## src/hw/rtl/rau_pkg.sv

```systemverilog
// Shared constants for the rational arithmetic unit: command codes and result widths.
package rau_pkg;

    // Width of the command selector and its codes.
    localparam int CMD_W = 3;
    localparam logic [CMD_W-1:0] CMD_ADD    = 3'd0;
    localparam logic [CMD_W-1:0] CMD_SUB    = 3'd1;
    localparam logic [CMD_W-1:0] CMD_MUL    = 3'd2;
    localparam logic [CMD_W-1:0] CMD_DIV    = 3'd3;
    localparam logic [CMD_W-1:0] CMD_SIMP   = 3'd4;
    localparam logic [CMD_W-1:0] CMD_RECIP  = 3'd5;

    // Results are kept modulo 2^RES_W.
    localparam int RES_W = 33;

    // Result word: numerator and denominator packed, padded to whole bytes.
    localparam int M_TDATA_W = ((2 * RES_W + 7) / 8) * 8;

endpackage

```

## src/hw/rtl/rau_mult.sv

```systemverilog
// Registered signed multiplier whose product is wrapped to the result width.
module rau_mult
    import rau_pkg::*;
#(
    parameter int W = 16
) (
    input  logic                    aclk,
    input  logic signed [W-1:0]     op_a,
    input  logic signed [W-1:0]     op_b,
    output logic        [RES_W-1:0] prod
);

    logic signed [2*W-1:0] full;
    logic [RES_W-1:0]      prod_next;
    logic [RES_W-1:0]      prod_reg;

    // Full-width signed product.
    assign full = op_a * op_b;

    // Fit the product to the result width: truncate or sign extend.
    generate
        if (2 * W >= RES_W) begin : g_trunc
            assign prod_next = full[RES_W-1:0];
        end else begin : g_ext
            assign prod_next = RES_W'(full);
        end
    endgenerate

    // Product register, loaded from the operands of the previous cycle.
    always_ff @(posedge aclk) begin
        prod_reg <= prod_next;
    end

    assign prod = prod_reg;

endmodule

```

## src/hw/rtl/rau_divider.sv

```systemverilog
// Restoring unsigned divider that produces one quotient bit per cycle.
module rau_divider
    import rau_pkg::*;
#(
    parameter int W = 16
) (
    input  logic         aclk,
    input  logic         aresetn,
    input  logic         start,
    input  logic [W-1:0] dividend,
    input  logic [W-1:0] divisor,
    output logic         done,
    output logic [W-1:0] quotient,
    output logic [W-1:0] remainder
);

    localparam int CNT_W = $clog2(W + 1);

    logic             busy_reg, busy_next;
    logic             done_reg, done_next;
    logic [CNT_W-1:0] cnt_reg, cnt_next;
    logic [W-1:0]     quo_reg, quo_next;
    logic [W-1:0]     rem_reg, rem_next;
    logic [W-1:0]     dvs_reg, dvs_next;
    logic [W:0]       shifted;
    logic [W+1:0]     diff;
    logic             fits;

    // Bring down the next dividend bit and try a subtraction.
    assign shifted = {rem_reg, quo_reg[W-1]};
    assign diff    = {1'b0, shifted} - {2'b00, dvs_reg};
    assign fits    = !diff[W+1];

    // Next-state logic for one restoring step.
    always_comb begin
        busy_next = busy_reg;
        done_next = 1'b0;
        cnt_next  = cnt_reg;
        quo_next  = quo_reg;
        rem_next  = rem_reg;
        dvs_next  = dvs_reg;
        if (start) begin
            busy_next = 1'b1;
            cnt_next  = CNT_W'(W);
            quo_next  = dividend;
            rem_next  = '0;
            dvs_next  = divisor;
        end else if (busy_reg) begin
            rem_next = fits ? diff[W-1:0] : shifted[W-1:0];
            quo_next = {quo_reg[W-2:0], fits};
            cnt_next = cnt_reg - 1'b1;
            if (cnt_reg == CNT_W'(1)) begin
                busy_next = 1'b0;
                done_next = 1'b1;
            end
        end
    end

    // Control registers.
    always_ff @(posedge aclk) begin
        if (!aresetn) begin
            busy_reg <= 1'b0;
            done_reg <= 1'b0;
            cnt_reg  <= '0;
        end else begin
            busy_reg <= busy_next;
            done_reg <= done_next;
            cnt_reg  <= cnt_next;
        end
    end

    // Datapath registers.
    always_ff @(posedge aclk) begin
        quo_reg <= quo_next;
        rem_reg <= rem_next;
        dvs_reg <= dvs_next;
    end

    assign done      = done_reg;
    assign quotient  = quo_reg;
    assign remainder = rem_reg;

    // A new division is only started once the previous one has finished.
    assert property (@(posedge aclk) disable iff (!aresetn)
        start |-> !busy_reg)
        else $error("divider started while busy");

    // The last step is always followed by the done pulse.
    assert property (@(posedge aclk) disable iff (!aresetn)
        (busy_reg && !start && cnt_reg == CNT_W'(1)) |=> done_reg)
        else $error("divider finished without done");

    // A finished remainder is smaller than the divisor.
    assert property (@(posedge aclk) disable iff (!aresetn)
        done_reg |-> (rem_reg < dvs_reg))
        else $error("divider remainder not reduced");

endmodule

```

## src/hw/rtl/rational_arithmetic_unit_top.sv

```systemverilog
// Top level of the rational arithmetic unit: sequencer, operand registers and output register.
//
// The slave channel takes one word per operation: s_tuser carries the command and
// s_tdata the two fractions. The master channel returns one word per operation with
// the result numerator and denominator, each 33 bits two's complement.
// An operand denominator of zero is taken as one.
// Add, subtract, multiply and divide run three passes through one registered
// multiplier, going from dispatch through the mul passes to write.
// Simplify runs Euclid's algorithm on a shared bit-serial divider, one division per
// remainder step, followed by two exact divisions by the gcd. At the default width
// there are at most 22 remainder steps. Reciprocal and unused commands go from
// dispatch straight to write.
// One operation is in flight at a time; s_tready is high only while the unit is idle,
// so the next word is accepted in the cycle in which the result word appears at the earliest.
// A finished result waits in the output register, and the next word is accepted
// while it waits; if the receiver still stalls when the next result is ready,
// the sequencer holds that result until the output register frees up.
// Reset (aresetn low, synchronous) returns the sequencer to idle and drops m_tvalid.
module rational_arithmetic_unit_top
    import rau_pkg::*;
#(
    parameter int OPERAND_WIDTH = 16
) (
    input  logic                                            aclk,
    input  logic                                            aresetn,
    input  logic                                            s_tvalid,
    output logic                                            s_tready,
    // Fields from bit 0: first_num, first_den, second_num, second_den.
    input  logic [((4 * OPERAND_WIDTH + 7) / 8) * 8 - 1:0]  s_tdata,
    // Fields from bit 0: cmd.
    input  logic [CMD_W-1:0]                                s_tuser,
    output logic                                            m_tvalid,
    input  logic                                            m_tready,
    // Fields from bit 0: result_num, result_den.
    output logic [M_TDATA_W-1:0]                            m_tdata
);

    localparam int W = OPERAND_WIDTH;

    localparam logic [2:0] ST_IDLE     = 3'd0;
    localparam logic [2:0] ST_DISPATCH = 3'd1;
    localparam logic [2:0] ST_MUL      = 3'd2;
    localparam logic [2:0] ST_GCD_CHK  = 3'd3;
    localparam logic [2:0] ST_GCD_WAIT = 3'd4;
    localparam logic [2:0] ST_QN_WAIT  = 3'd5;
    localparam logic [2:0] ST_QD_WAIT  = 3'd6;
    localparam logic [2:0] ST_WRITE    = 3'd7;

    logic [2:0]         state_reg, state_next;
    logic [1:0]         step_reg, step_next;
    logic               odd_reg, odd_next;
    logic               gneg_reg, gneg_next;
    logic               m_tvalid_reg, m_tvalid_next;
    logic [CMD_W-1:0]   cmd_reg, cmd_next;
    logic signed [W-1:0] an_reg, an_next;
    logic signed [W-1:0] ad_reg, ad_next;
    logic signed [W-1:0] bn_reg, bn_next;
    logic signed [W-1:0] bd_reg, bd_next;
    logic [W-1:0]       x_reg, x_next;
    logic [W-1:0]       y_reg, y_next;
    logic [RES_W-1:0]   num_reg, num_next;
    logic [RES_W-1:0]   den_reg, den_next;
    logic [RES_W-1:0]   out_num_reg, out_num_next;
    logic [RES_W-1:0]   out_den_reg, out_den_next;

    logic signed [W-1:0] in_an, in_ad, in_bn, in_bd;
    logic               s_accept;
    logic               out_free;
    logic [W-1:0]       an_mag, ad_mag;
    logic signed [W-1:0] mul_a, mul_b;
    logic [RES_W-1:0]   prod;
    logic               div_start;
    logic [W-1:0]       div_dividend, div_divisor;
    logic               div_done;
    logic [W-1:0]       div_quotient, div_remainder;
    logic [RES_W-1:0]   q_ext;

    // Unpack the input word.
    assign in_an = s_tdata[W-1:0];
    assign in_ad = s_tdata[2*W-1:W];
    assign in_bn = s_tdata[3*W-1:2*W];
    assign in_bd = s_tdata[4*W-1:3*W];

    assign s_tready = (state_reg == ST_IDLE);
    assign s_accept = s_tvalid && s_tready;
    assign out_free = !m_tvalid_reg || m_tready;

    // Magnitudes of the first fraction for the gcd datapath.
    assign an_mag = an_reg[W-1] ? W'(-an_reg) : W'(an_reg);
    assign ad_mag = ad_reg[W-1] ? W'(-ad_reg) : W'(ad_reg);

    // Multiplier operand pairs for the three product passes.
    always_comb begin
        case (step_reg)
            2'd0: begin
                mul_a = an_reg;
                mul_b = (cmd_reg == CMD_MUL) ? bn_reg : bd_reg;
            end
            2'd1: begin
                mul_a = ad_reg;
                mul_b = (cmd_reg == CMD_MUL) ? bd_reg : bn_reg;
            end
            default: begin
                mul_a = ad_reg;
                mul_b = bd_reg;
            end
        endcase
    end

    rau_mult #(.W(W)) u_mult (
        .aclk (aclk),
        .op_a (mul_a),
        .op_b (mul_b),
        .prod (prod)
    );

    // Divider requests: a Euclid remainder step, then the two exact divisions by g.
    always_comb begin
        div_start    = 1'b0;
        div_dividend = ad_mag;
        div_divisor  = x_reg;
        if (state_reg == ST_GCD_CHK) begin
            div_start = 1'b1;
            if (y_reg != '0) begin
                div_dividend = x_reg;
                div_divisor  = y_reg;
            end else begin
                div_dividend = an_mag;
            end
        end else if (state_reg == ST_QN_WAIT && div_done) begin
            div_start = 1'b1;
        end
    end

    rau_divider #(.W(W)) u_divider (
        .aclk      (aclk),
        .aresetn   (aresetn),
        .start     (div_start),
        .dividend  (div_dividend),
        .divisor   (div_divisor),
        .done      (div_done),
        .quotient  (div_quotient),
        .remainder (div_remainder)
    );

    assign q_ext = RES_W'(div_quotient);

    // Sequencer.
    always_comb begin
        state_next    = state_reg;
        step_next     = step_reg;
        odd_next      = odd_reg;
        gneg_next     = gneg_reg;
        cmd_next      = cmd_reg;
        an_next       = an_reg;
        ad_next       = ad_reg;
        bn_next       = bn_reg;
        bd_next       = bd_reg;
        x_next        = x_reg;
        y_next        = y_reg;
        num_next      = num_reg;
        den_next      = den_reg;
        out_num_next  = out_num_reg;
        out_den_next  = out_den_reg;
        m_tvalid_next = m_tvalid_reg && !m_tready;

        case (state_reg)
            ST_IDLE: begin
                if (s_accept) begin
                    cmd_next   = s_tuser;
                    an_next    = in_an;
                    ad_next    = (in_ad == '0) ? W'(1) : in_ad;
                    bn_next    = in_bn;
                    bd_next    = (in_bd == '0) ? W'(1) : in_bd;
                    state_next = ST_DISPATCH;
                end
            end
            ST_DISPATCH: begin
                case (cmd_reg)
                    CMD_ADD, CMD_SUB, CMD_MUL, CMD_DIV: begin
                        step_next  = 2'd0;
                        state_next = ST_MUL;
                    end
                    CMD_SIMP: begin
                        x_next     = an_mag;
                        y_next     = ad_mag;
                        odd_next   = 1'b0;
                        state_next = ST_GCD_CHK;
                    end
                    CMD_RECIP: begin
                        num_next   = RES_W'(ad_reg);
                        den_next   = RES_W'(an_reg);
                        state_next = ST_WRITE;
                    end
                    default: begin
                        num_next   = RES_W'(an_reg);
                        den_next   = RES_W'(ad_reg);
                        state_next = ST_WRITE;
                    end
                endcase
            end
            ST_MUL: begin
                // Each pass captures the product issued in the previous cycle.
                step_next = step_reg + 2'd1;
                case (step_reg)
                    2'd1: num_next = prod;
                    2'd2: begin
                        if (cmd_reg == CMD_ADD) begin
                            num_next = num_reg + prod;
                        end else if (cmd_reg == CMD_SUB) begin
                            num_next = num_reg - prod;
                        end else begin
                            den_next = prod;
                        end
                    end
                    2'd3: begin
                        if (cmd_reg == CMD_ADD || cmd_reg == CMD_SUB) begin
                            den_next = prod;
                        end else if (cmd_reg == CMD_DIV && bn_reg == '0) begin
                            num_next = '0;
                            den_next = RES_W'(1);
                        end
                        state_next = ST_WRITE;
                    end
                    default: ;
                endcase
            end
            ST_GCD_CHK: begin
                if (y_reg != '0) begin
                    state_next = ST_GCD_WAIT;
                end else begin
                    // The sign of g follows the operand at the same parity.
                    gneg_next  = odd_reg ? ad_reg[W-1] : an_reg[W-1];
                    state_next = ST_QN_WAIT;
                end
            end
            ST_GCD_WAIT: begin
                if (div_done) begin
                    x_next     = y_reg;
                    y_next     = div_remainder;
                    odd_next   = !odd_reg;
                    state_next = ST_GCD_CHK;
                end
            end
            ST_QN_WAIT: begin
                if (div_done) begin
                    num_next   = (an_reg[W-1] ^ gneg_reg) ? (RES_W'(0) - q_ext) : q_ext;
                    state_next = ST_QD_WAIT;
                end
            end
            ST_QD_WAIT: begin
                if (div_done) begin
                    den_next   = (ad_reg[W-1] ^ gneg_reg) ? (RES_W'(0) - q_ext) : q_ext;
                    state_next = ST_WRITE;
                end
            end
            ST_WRITE: begin
                if (out_free) begin
                    out_num_next  = num_reg;
                    out_den_next  = den_reg;
                    m_tvalid_next = 1'b1;
                    state_next    = ST_IDLE;
                end
            end
            default: state_next = ST_IDLE;
        endcase
    end

    // Control registers.
    always_ff @(posedge aclk) begin
        if (!aresetn) begin
            state_reg    <= ST_IDLE;
            step_reg     <= 2'd0;
            odd_reg      <= 1'b0;
            gneg_reg     <= 1'b0;
            m_tvalid_reg <= 1'b0;
        end else begin
            state_reg    <= state_next;
            step_reg     <= step_next;
            odd_reg      <= odd_next;
            gneg_reg     <= gneg_next;
            m_tvalid_reg <= m_tvalid_next;
        end
    end

    // Operand and result registers.
    always_ff @(posedge aclk) begin
        cmd_reg     <= cmd_next;
        an_reg      <= an_next;
        ad_reg      <= ad_next;
        bn_reg      <= bn_next;
        bd_reg      <= bd_next;
        x_reg       <= x_next;
        y_reg       <= y_next;
        num_reg     <= num_next;
        den_reg     <= den_next;
        out_num_reg <= out_num_next;
        out_den_reg <= out_den_next;
    end

    assign m_tvalid = m_tvalid_reg;
    assign m_tdata  = {{(M_TDATA_W - 2 * RES_W){1'b0}}, out_den_reg, out_num_reg};

    // Denominators are never zero once an operation is under way.
    assert property (@(posedge aclk) disable iff (!aresetn)
        (state_reg != ST_IDLE) |-> (ad_reg != '0 && bd_reg != '0))
        else $error("zero denominator reached the datapath");

    // Euclid never ends with a zero gcd.
    assert property (@(posedge aclk) disable iff (!aresetn)
        (state_reg == ST_GCD_CHK && y_reg == '0) |-> (x_reg != '0))
        else $error("gcd came out as zero");

    // A new result word only appears after the write state.
    assert property (@(posedge aclk) disable iff (!aresetn)
        $rose(m_tvalid_reg) |-> ($past(state_reg) == ST_WRITE))
        else $error("result word raised outside the write state");

endmodule

```

## config.mk

```make
export PLATFORM = sky130hd
export DESIGN_NAME = rational_arithmetic_unit_top
export DESIGN_NICKNAME = d
export VERILOG_FILES = /design/src/hw/rtl/rau_pkg.sv /design/src/hw/rtl/rau_mult.sv /design/src/hw/rtl/rau_divider.sv /design/src/hw/rtl/rational_arithmetic_unit_top.sv
export SDC_FILE = /design/constraint.sdc
export NUM_CORES = 1
export LEC_CHECK = 0
export BUFFER_PORTS_ARGS = -buffer_cell sky130_fd_sc_hd__buf_2
export CORE_ASPECT_RATIO = 1.2
export CORE_MARGIN = 2
export CORE_UTILIZATION = 40
export CTS_CLUSTER_SIZE = 20
export DETAILED_ROUTE_END_ITERATION = 8
export PLACE_DENSITY = 0.63
export SLEW_MARGIN = 0
export SYNTH_ARGS = -nofsm -noshare
export SYNTH_HDL_FRONTEND = slang
export SYNTH_SLANG_ARGS = --single-unit
```

## constraint.sdc

```tcl
create_clock -name aclk -period 13.1 [get_ports aclk]
set_input_delay 1.965 -clock aclk [delete_from_list [all_inputs] [get_ports aclk]]
set_output_delay 1.965 -clock aclk [all_outputs]
set_load 0.02 [all_outputs]
```

After elaboration in Yosys (flattened, before gate mapping)
Index checks and enable logic that the tools add are counted.

cells by class
  add/subtract/negate cells = 8
  multipliers = 1
  equal/unequal tests = 33
  multiplexer cells = 62
  bitwise logic cells = 5
  reductions and logical operators = 34

operators by type and width
  kind                                                    count
  2-to-1 mux 33 bit                                       12
  case mux 33 bit (3 select lines)                        3
  2-to-1 mux 16 bit                                       16
  case mux 33 bit (2 select lines)                        3
  case mux 16 bit (2 select lines)                        3
  zero test 16 bit                                        3
  adder 33 bit                                            1
  subtractor 33 bit                                       1
  multiplier 16 x 16 -> 32 bit                            1
  negator 16 bit                                          2
  case mux 3 bit (8 select lines)                         1
  == test 3 bit (second input constant)                   6
  2-to-1 mux 3 bit                                        6
  subtractor 17 x 16 -> 18 bit                            1
  subtractor 1 x 16 -> 17 bit (first input constant)      1
  nonzero test 16 bit                                     1
  AND reduction 7 bit                                     2
  == test 3 x 2 -> 1 bit (second input constant)          4
  2-to-1 mux 1 bit                                        12
  inequality test 3 bit (second input constant)           4
  2-to-1 mux 5 bit                                        2
  inequality test 2 bit (second input constant)           5
  inequality test 2 x 1 -> 1 bit (second input constant)  4
  inequality test 4 bit (second input constant)           2
  28 further kinds                                        47

storage, ports and cells
  bits in registers = 326
  input bits = 71
  output and inout port bits = 74
  logic and storage cells = 167

Logic depth before layout (Yosys ltp)
  word-level depth = 6
  gate-level depth with buffers = 31
  depth with buffers taken out = 29

Modules after synthesis
From an unflattened synthesis, not the netlist that was laid out.

unflattened totals
  cells, all modules = 2813
  area total of the unflattened synthesis = 27760.4 µm²

by module, submodules not included
  module                        instances  cells an instance  area each (µm²)  seq. area each (µm²)
  rational_arithmetic_unit_top  1          1380               14068.5          7096.8
  rau_mult                      1          1133               10560.1          640.6
  rau_divider                   1          300                3131.8           1421.4

Least setup slack after synthesis
Ideal clock, no wire load.

  path kind = reg-to-reg
  start point = register step_reg[0]
  end point = register u_mult.prod_reg[22], in the netlist u_mult.prod[22]
  library setup time = 0.065 ns
  data arrival time = 7.569 ns
  required time = 13.035 ns
  slack = 5.466 ns
  cell stages (with the launch flop) = 29
  buffers on the path = 3
  period minus slack after synthesis = 7.634 ns
  cell sequence = dfxtp_1 inv_1 ha_1 clkbuf_1 inv_1 o31ai_1 clkbuf_1 a22o_1 clkbuf_1 nand2_1 fa_1 inv_1 fa_1 inv_1 fa_1 inv_1 fa_1 fa_1 inv_1 fa_1 inv_1 ha_1 a22o_1 or4_1 a21oi_1 o31a_1 o21ai_0 or4b_2 nand4b_1

between the ends
  longest elaborated chain between the ends = 3
  elaborated cells on any way between the ends = 5
  classes of those cells = 1 x mul; 1 x eq/ne; 2 x mux; 1 x reduce/logical

ends and longest elaborated chain
  element                                                                line                                 text
  start, declared                                                        rational_arithmetic_unit_top.sv:50   logic [1:0] step_reg, step_next;
  start signal, assigned                                                 rational_arithmetic_unit_top.sv:279  step_reg <= step_next;
  == test 2 x 1 -> 1 bit or zero test 2 bit (tied branches)              rational_arithmetic_unit_top.sv:94   case (step_reg)
  case mux 16 bit (2 select lines) or 2-to-1 mux 16 bit (tied branches)  rational_arithmetic_unit_top.sv:94
  multiplier 16 x 16 -> 32 bit *                                         rau_mult.sv:18                       assign full = op_a * op_b;
  named net u_mult.full[22]                                              rau_mult.sv:13                       logic signed [2*W-1:0] full;
  end signal, assigned                                                   rau_mult.sv:31                       prod_reg <= prod_next;
  end, declared                                                          rau_mult.sv:15                       logic [RES_W-1:0] prod_reg;

Mark *: on every way through the listed nets, which the timed path passes. The rest lies on a longest branch.
A chain may end at the register's enable or synchronous reset.

Final worst setup path
  start point = register cmd_reg[2]
  end point = register u_mult.prod_reg[22], in the netlist u_mult.prod[22]

between the ends
  longest elaborated chain between the ends = 4
  elaborated cells on any way between the ends = 5
  classes of those cells = 1 x mul; 1 x eq/ne; 3 x mux

ends and longest elaborated chain
  element                                      line                                                                     text
  start, declared                              rational_arithmetic_unit_top.sv:54                                       logic [CMD_W-1:0] cmd_reg, cmd_next;
  start signal, assigned                       rational_arithmetic_unit_top.sv:288                                      cmd_reg <= cmd_next;
  == test 3 x 2 -> 1 bit *                     rational_arithmetic_unit_top.sv:97, rational_arithmetic_unit_top.sv:101
  2-to-1 mux 16 bit, on equally long branches  rational_arithmetic_unit_top.sv:101, rational_arithmetic_unit_top.sv:97
  case mux 16 bit (2 select lines) *           rational_arithmetic_unit_top.sv:94
  multiplier 16 x 16 -> 32 bit *               rau_mult.sv:18
  named net u_mult.full[22]                    rau_mult.sv:13

Marked as above.

==> run metrics <==
max cap viols=0; Ys Warns=0; Setup TNS Final=0 ns; largest family of logic cells by synthesized area=adder cells; max-slew violations=0; CP startpoint kind=flip-flop; asr flop ratio synth=0%; met1 GRT Util=27.15%; crit path kind=flip-flop to flip-flop; post-synthesis compound-gate area fraction=12.30%; flops & latches, synth=324; cell accounting for the most synthesized area=edfxtp_1; Synth top area share=29.14%; Syn Std Cell Area=26900 µm²; simple-gate share of the synthesized area=12.57%; Synth-to-Final Area Change=10.26%; total number of vias=20340; initial antenna violation count=2; measured slew at the worst slew-check pin=1.229 ns; Routability Congestion=0.9426; Core ar.=66750 µm²; TritonRoute pass-1 iters=5; fin crit share=65.16%; Skew-Pair Late Insertion Delay=0.57 ns; Final HPWL DP=61.67 mm; ANT nets after route=0; # setup viols final=0; RSZ-0062 raised after global routing=no; Most used DFF post-synth=edfxtp_1; design area=29660 µm²; fmax=0.1171 GHz; CTS tree=yes; I/O Pins=145; Total GRT Usage=23.16%; sequential share of the synthesized area=33.83%; post-DR wirelength/cell=21.11 µm; Post-route DRC=0; post-CTS setup buffer count=0; syn avg cell area=9.882 µm²; Horiz. Die Dim=240.7 µm; drt total wl=78.73 mm; crit end category=flip-flop; CTS root buf=clkbuf_16; worst clock skew=0.02355 ns; number of enable flip-flop cells after synthesis=261; hold buffers post-CTS=0; initial DRC count=1534; CTS buffer count=36; adder-cell share of the synthesized area=26.16%; grt peak-use layer=met2; Cell Rows=104; largest net degree at the start of global routing=68; Clock transition at path regs=0.07 ns; # nets final=3275; CTS sink count=324; layout cells sized above 1=11.28%; H-tree depth=2; xor and xnor area share after synthesis=5.340%; most frequent cell after synthesis=inv_1; synth top area cells=edfxtp_1, fa_1, ha_1, inv_1, dfxtp_1; # resized after CTS=0; mux cell area share after synthesis=2.786%; first-pass GRT wire length=122.1 mm; final hold vios=0; initial core utilization=40.29%; HP Class=flip-flop to flip-flop; Rel. slew slack=15.75%; outcome=completed; # diodes=0; port buffer count=138; met2 usage in global routing=41.61%; CP Data Arrival Time=9.02 ns; pre-CTS setup slack=4.665 ns; via/cell ratio=5.453; Mapped Cells=2722; worst-path fanout max=24; GRT met3 Usage=2.992%; total grt overflow=0; Max Buffers Root-to-Sink=3; Layout fillers=6374; synth unique cells=84; top post-synthesis cells by count=inv_1, nor2_1, fa_1, nand2_1, edfxtp_1; Die Ht=288.1 µm; Post-DP Area=28490 µm²; minimum clock period=8.536 ns; DIE AREA=69350 µm²; vias in the first global route=21350; CP required=13.58 ns; final worst setup slack=4.564 ns
-- routing by layer --
| metal | vias up | share of wire (%) |
|---|---|---|
| met5 | - | 0.038 |
| met4 | 4 | 5.3 |
| li1 | 9297 | - |
| met2 | 673 | 51 |
| met3 | 196 | 4.9 |
| met1 | 10170 | 39 |
-- kinds of logic after synthesis --
group	after synthesis
compound gates	539
fa+ha+maj	404
mux	70
simple gates	732
buf+inv	488
flops	324
other cells	1
xor+xnor	164
-- cell type report --
class / instances / area [µm²] / area share (%)
inverter: 346 / 1299 / 4.379
sequential: 324 / 9099 / 30.68
clock buffer: 38 / 908.4 / 3.063
tap: 901 / 1127 / 3.801
clock inverter: 28 / 255.2 / 0.8606
multi-input combinational: 1915 / 15990 / 53.90
timing repair buffer: 177 / 983.4 / 3.316
-- worst max-delay path, cell delays in order (launching register included) --
cell and delay, ns:
edfxtp_1 0.53, nand2b_1 0.27, o21ai_0 0.30, nor2_1 0.09
a21oi_2 0.76, a22oi_1 0.59, inv_1 0.33, nand2_1 0.11
fa_1 0.48, fa_1 0.49, inv_1 0.05, fa_1 0.49
fa_1 0.46, fa_1 0.52, inv_1 0.05, fa_1 0.47
inv_1 0.04, ha_1 0.35, a22o_1 0.23, or4_1 0.39
a21oi_1 0.29, o31a_1 0.22, o21ai_0 0.19, or4b_2 0.65
nand4b_1 0.11
-- placed cells by master, fill, tap and decap left out, drive strengths merged, types with 10 or more instances in the layout --
master | netlist | final
a211oi | 15 | 15
a21o | 42 | 42
a21oi | 203 | 203
a221oi | 10 | 10
a22o | 10 | 10
a22oi | 15 | 15
buf | 20 | 177
clkbuf | 122 | 38
clkinv | 0 | 16
dfxtp | 63 | 63
edfxtp | 261 | 261
fa | 264 | 264
ha | 140 | 140
inv | 346 | 351
mux2 | 39 | 39
mux2i | 31 | 31
nand2 | 264 | 264
nand2b | 30 | 30
nand3 | 15 | 15
nand4 | 12 | 12
nor2 | 270 | 270
nor2b | 22 | 22
nor3 | 24 | 24
nor4 | 18 | 18
o211ai | 17 | 17
o21a | 14 | 14
o21ai | 130 | 130
o31ai | 24 | 24
or2 | 10 | 10
or3 | 16 | 16
or4 | 10 | 10
xnor2 | 88 | 88
xor2 | 76 | 76
-- stage by stage --
| step | hold slack (ns) | cells | utilization [%] |
|---|---|---|---|
| 3_3_place_gp | 0.4083 | 3663 | 42.69 |
| 4_1_cts | 0.4186 | 3729 | 44.43 |
| 3_5_place_dp | 0.4045 | 3663 | 42.69 |
| 2_1_floorplan | 0.4003 | 2727 | - |
| 6_report | 0.4169 | 3729 | 44.43 |
| 5_1_grt | 0.4255 | 3729 | 44.43 |
-- final timing paths --
path / from / endpoint / slack [ns] / cells past startpoint
worst min-delay path: den_reg[6] / out_den_reg[6] / 0.42 / 0
worst max register to register: cmd_reg[2] / u_mult.prod[22] / 4.56 / 24
worst min register to register: den_reg[6] / out_den_reg[6] / 0.42 / 0
worst max-delay path: cmd_reg[2] / u_mult.prod[22] / 4.56 / 24
Power is not shown: default switching activity piles up to over one toggle a cycle in this logic, so the estimate is an artifact.
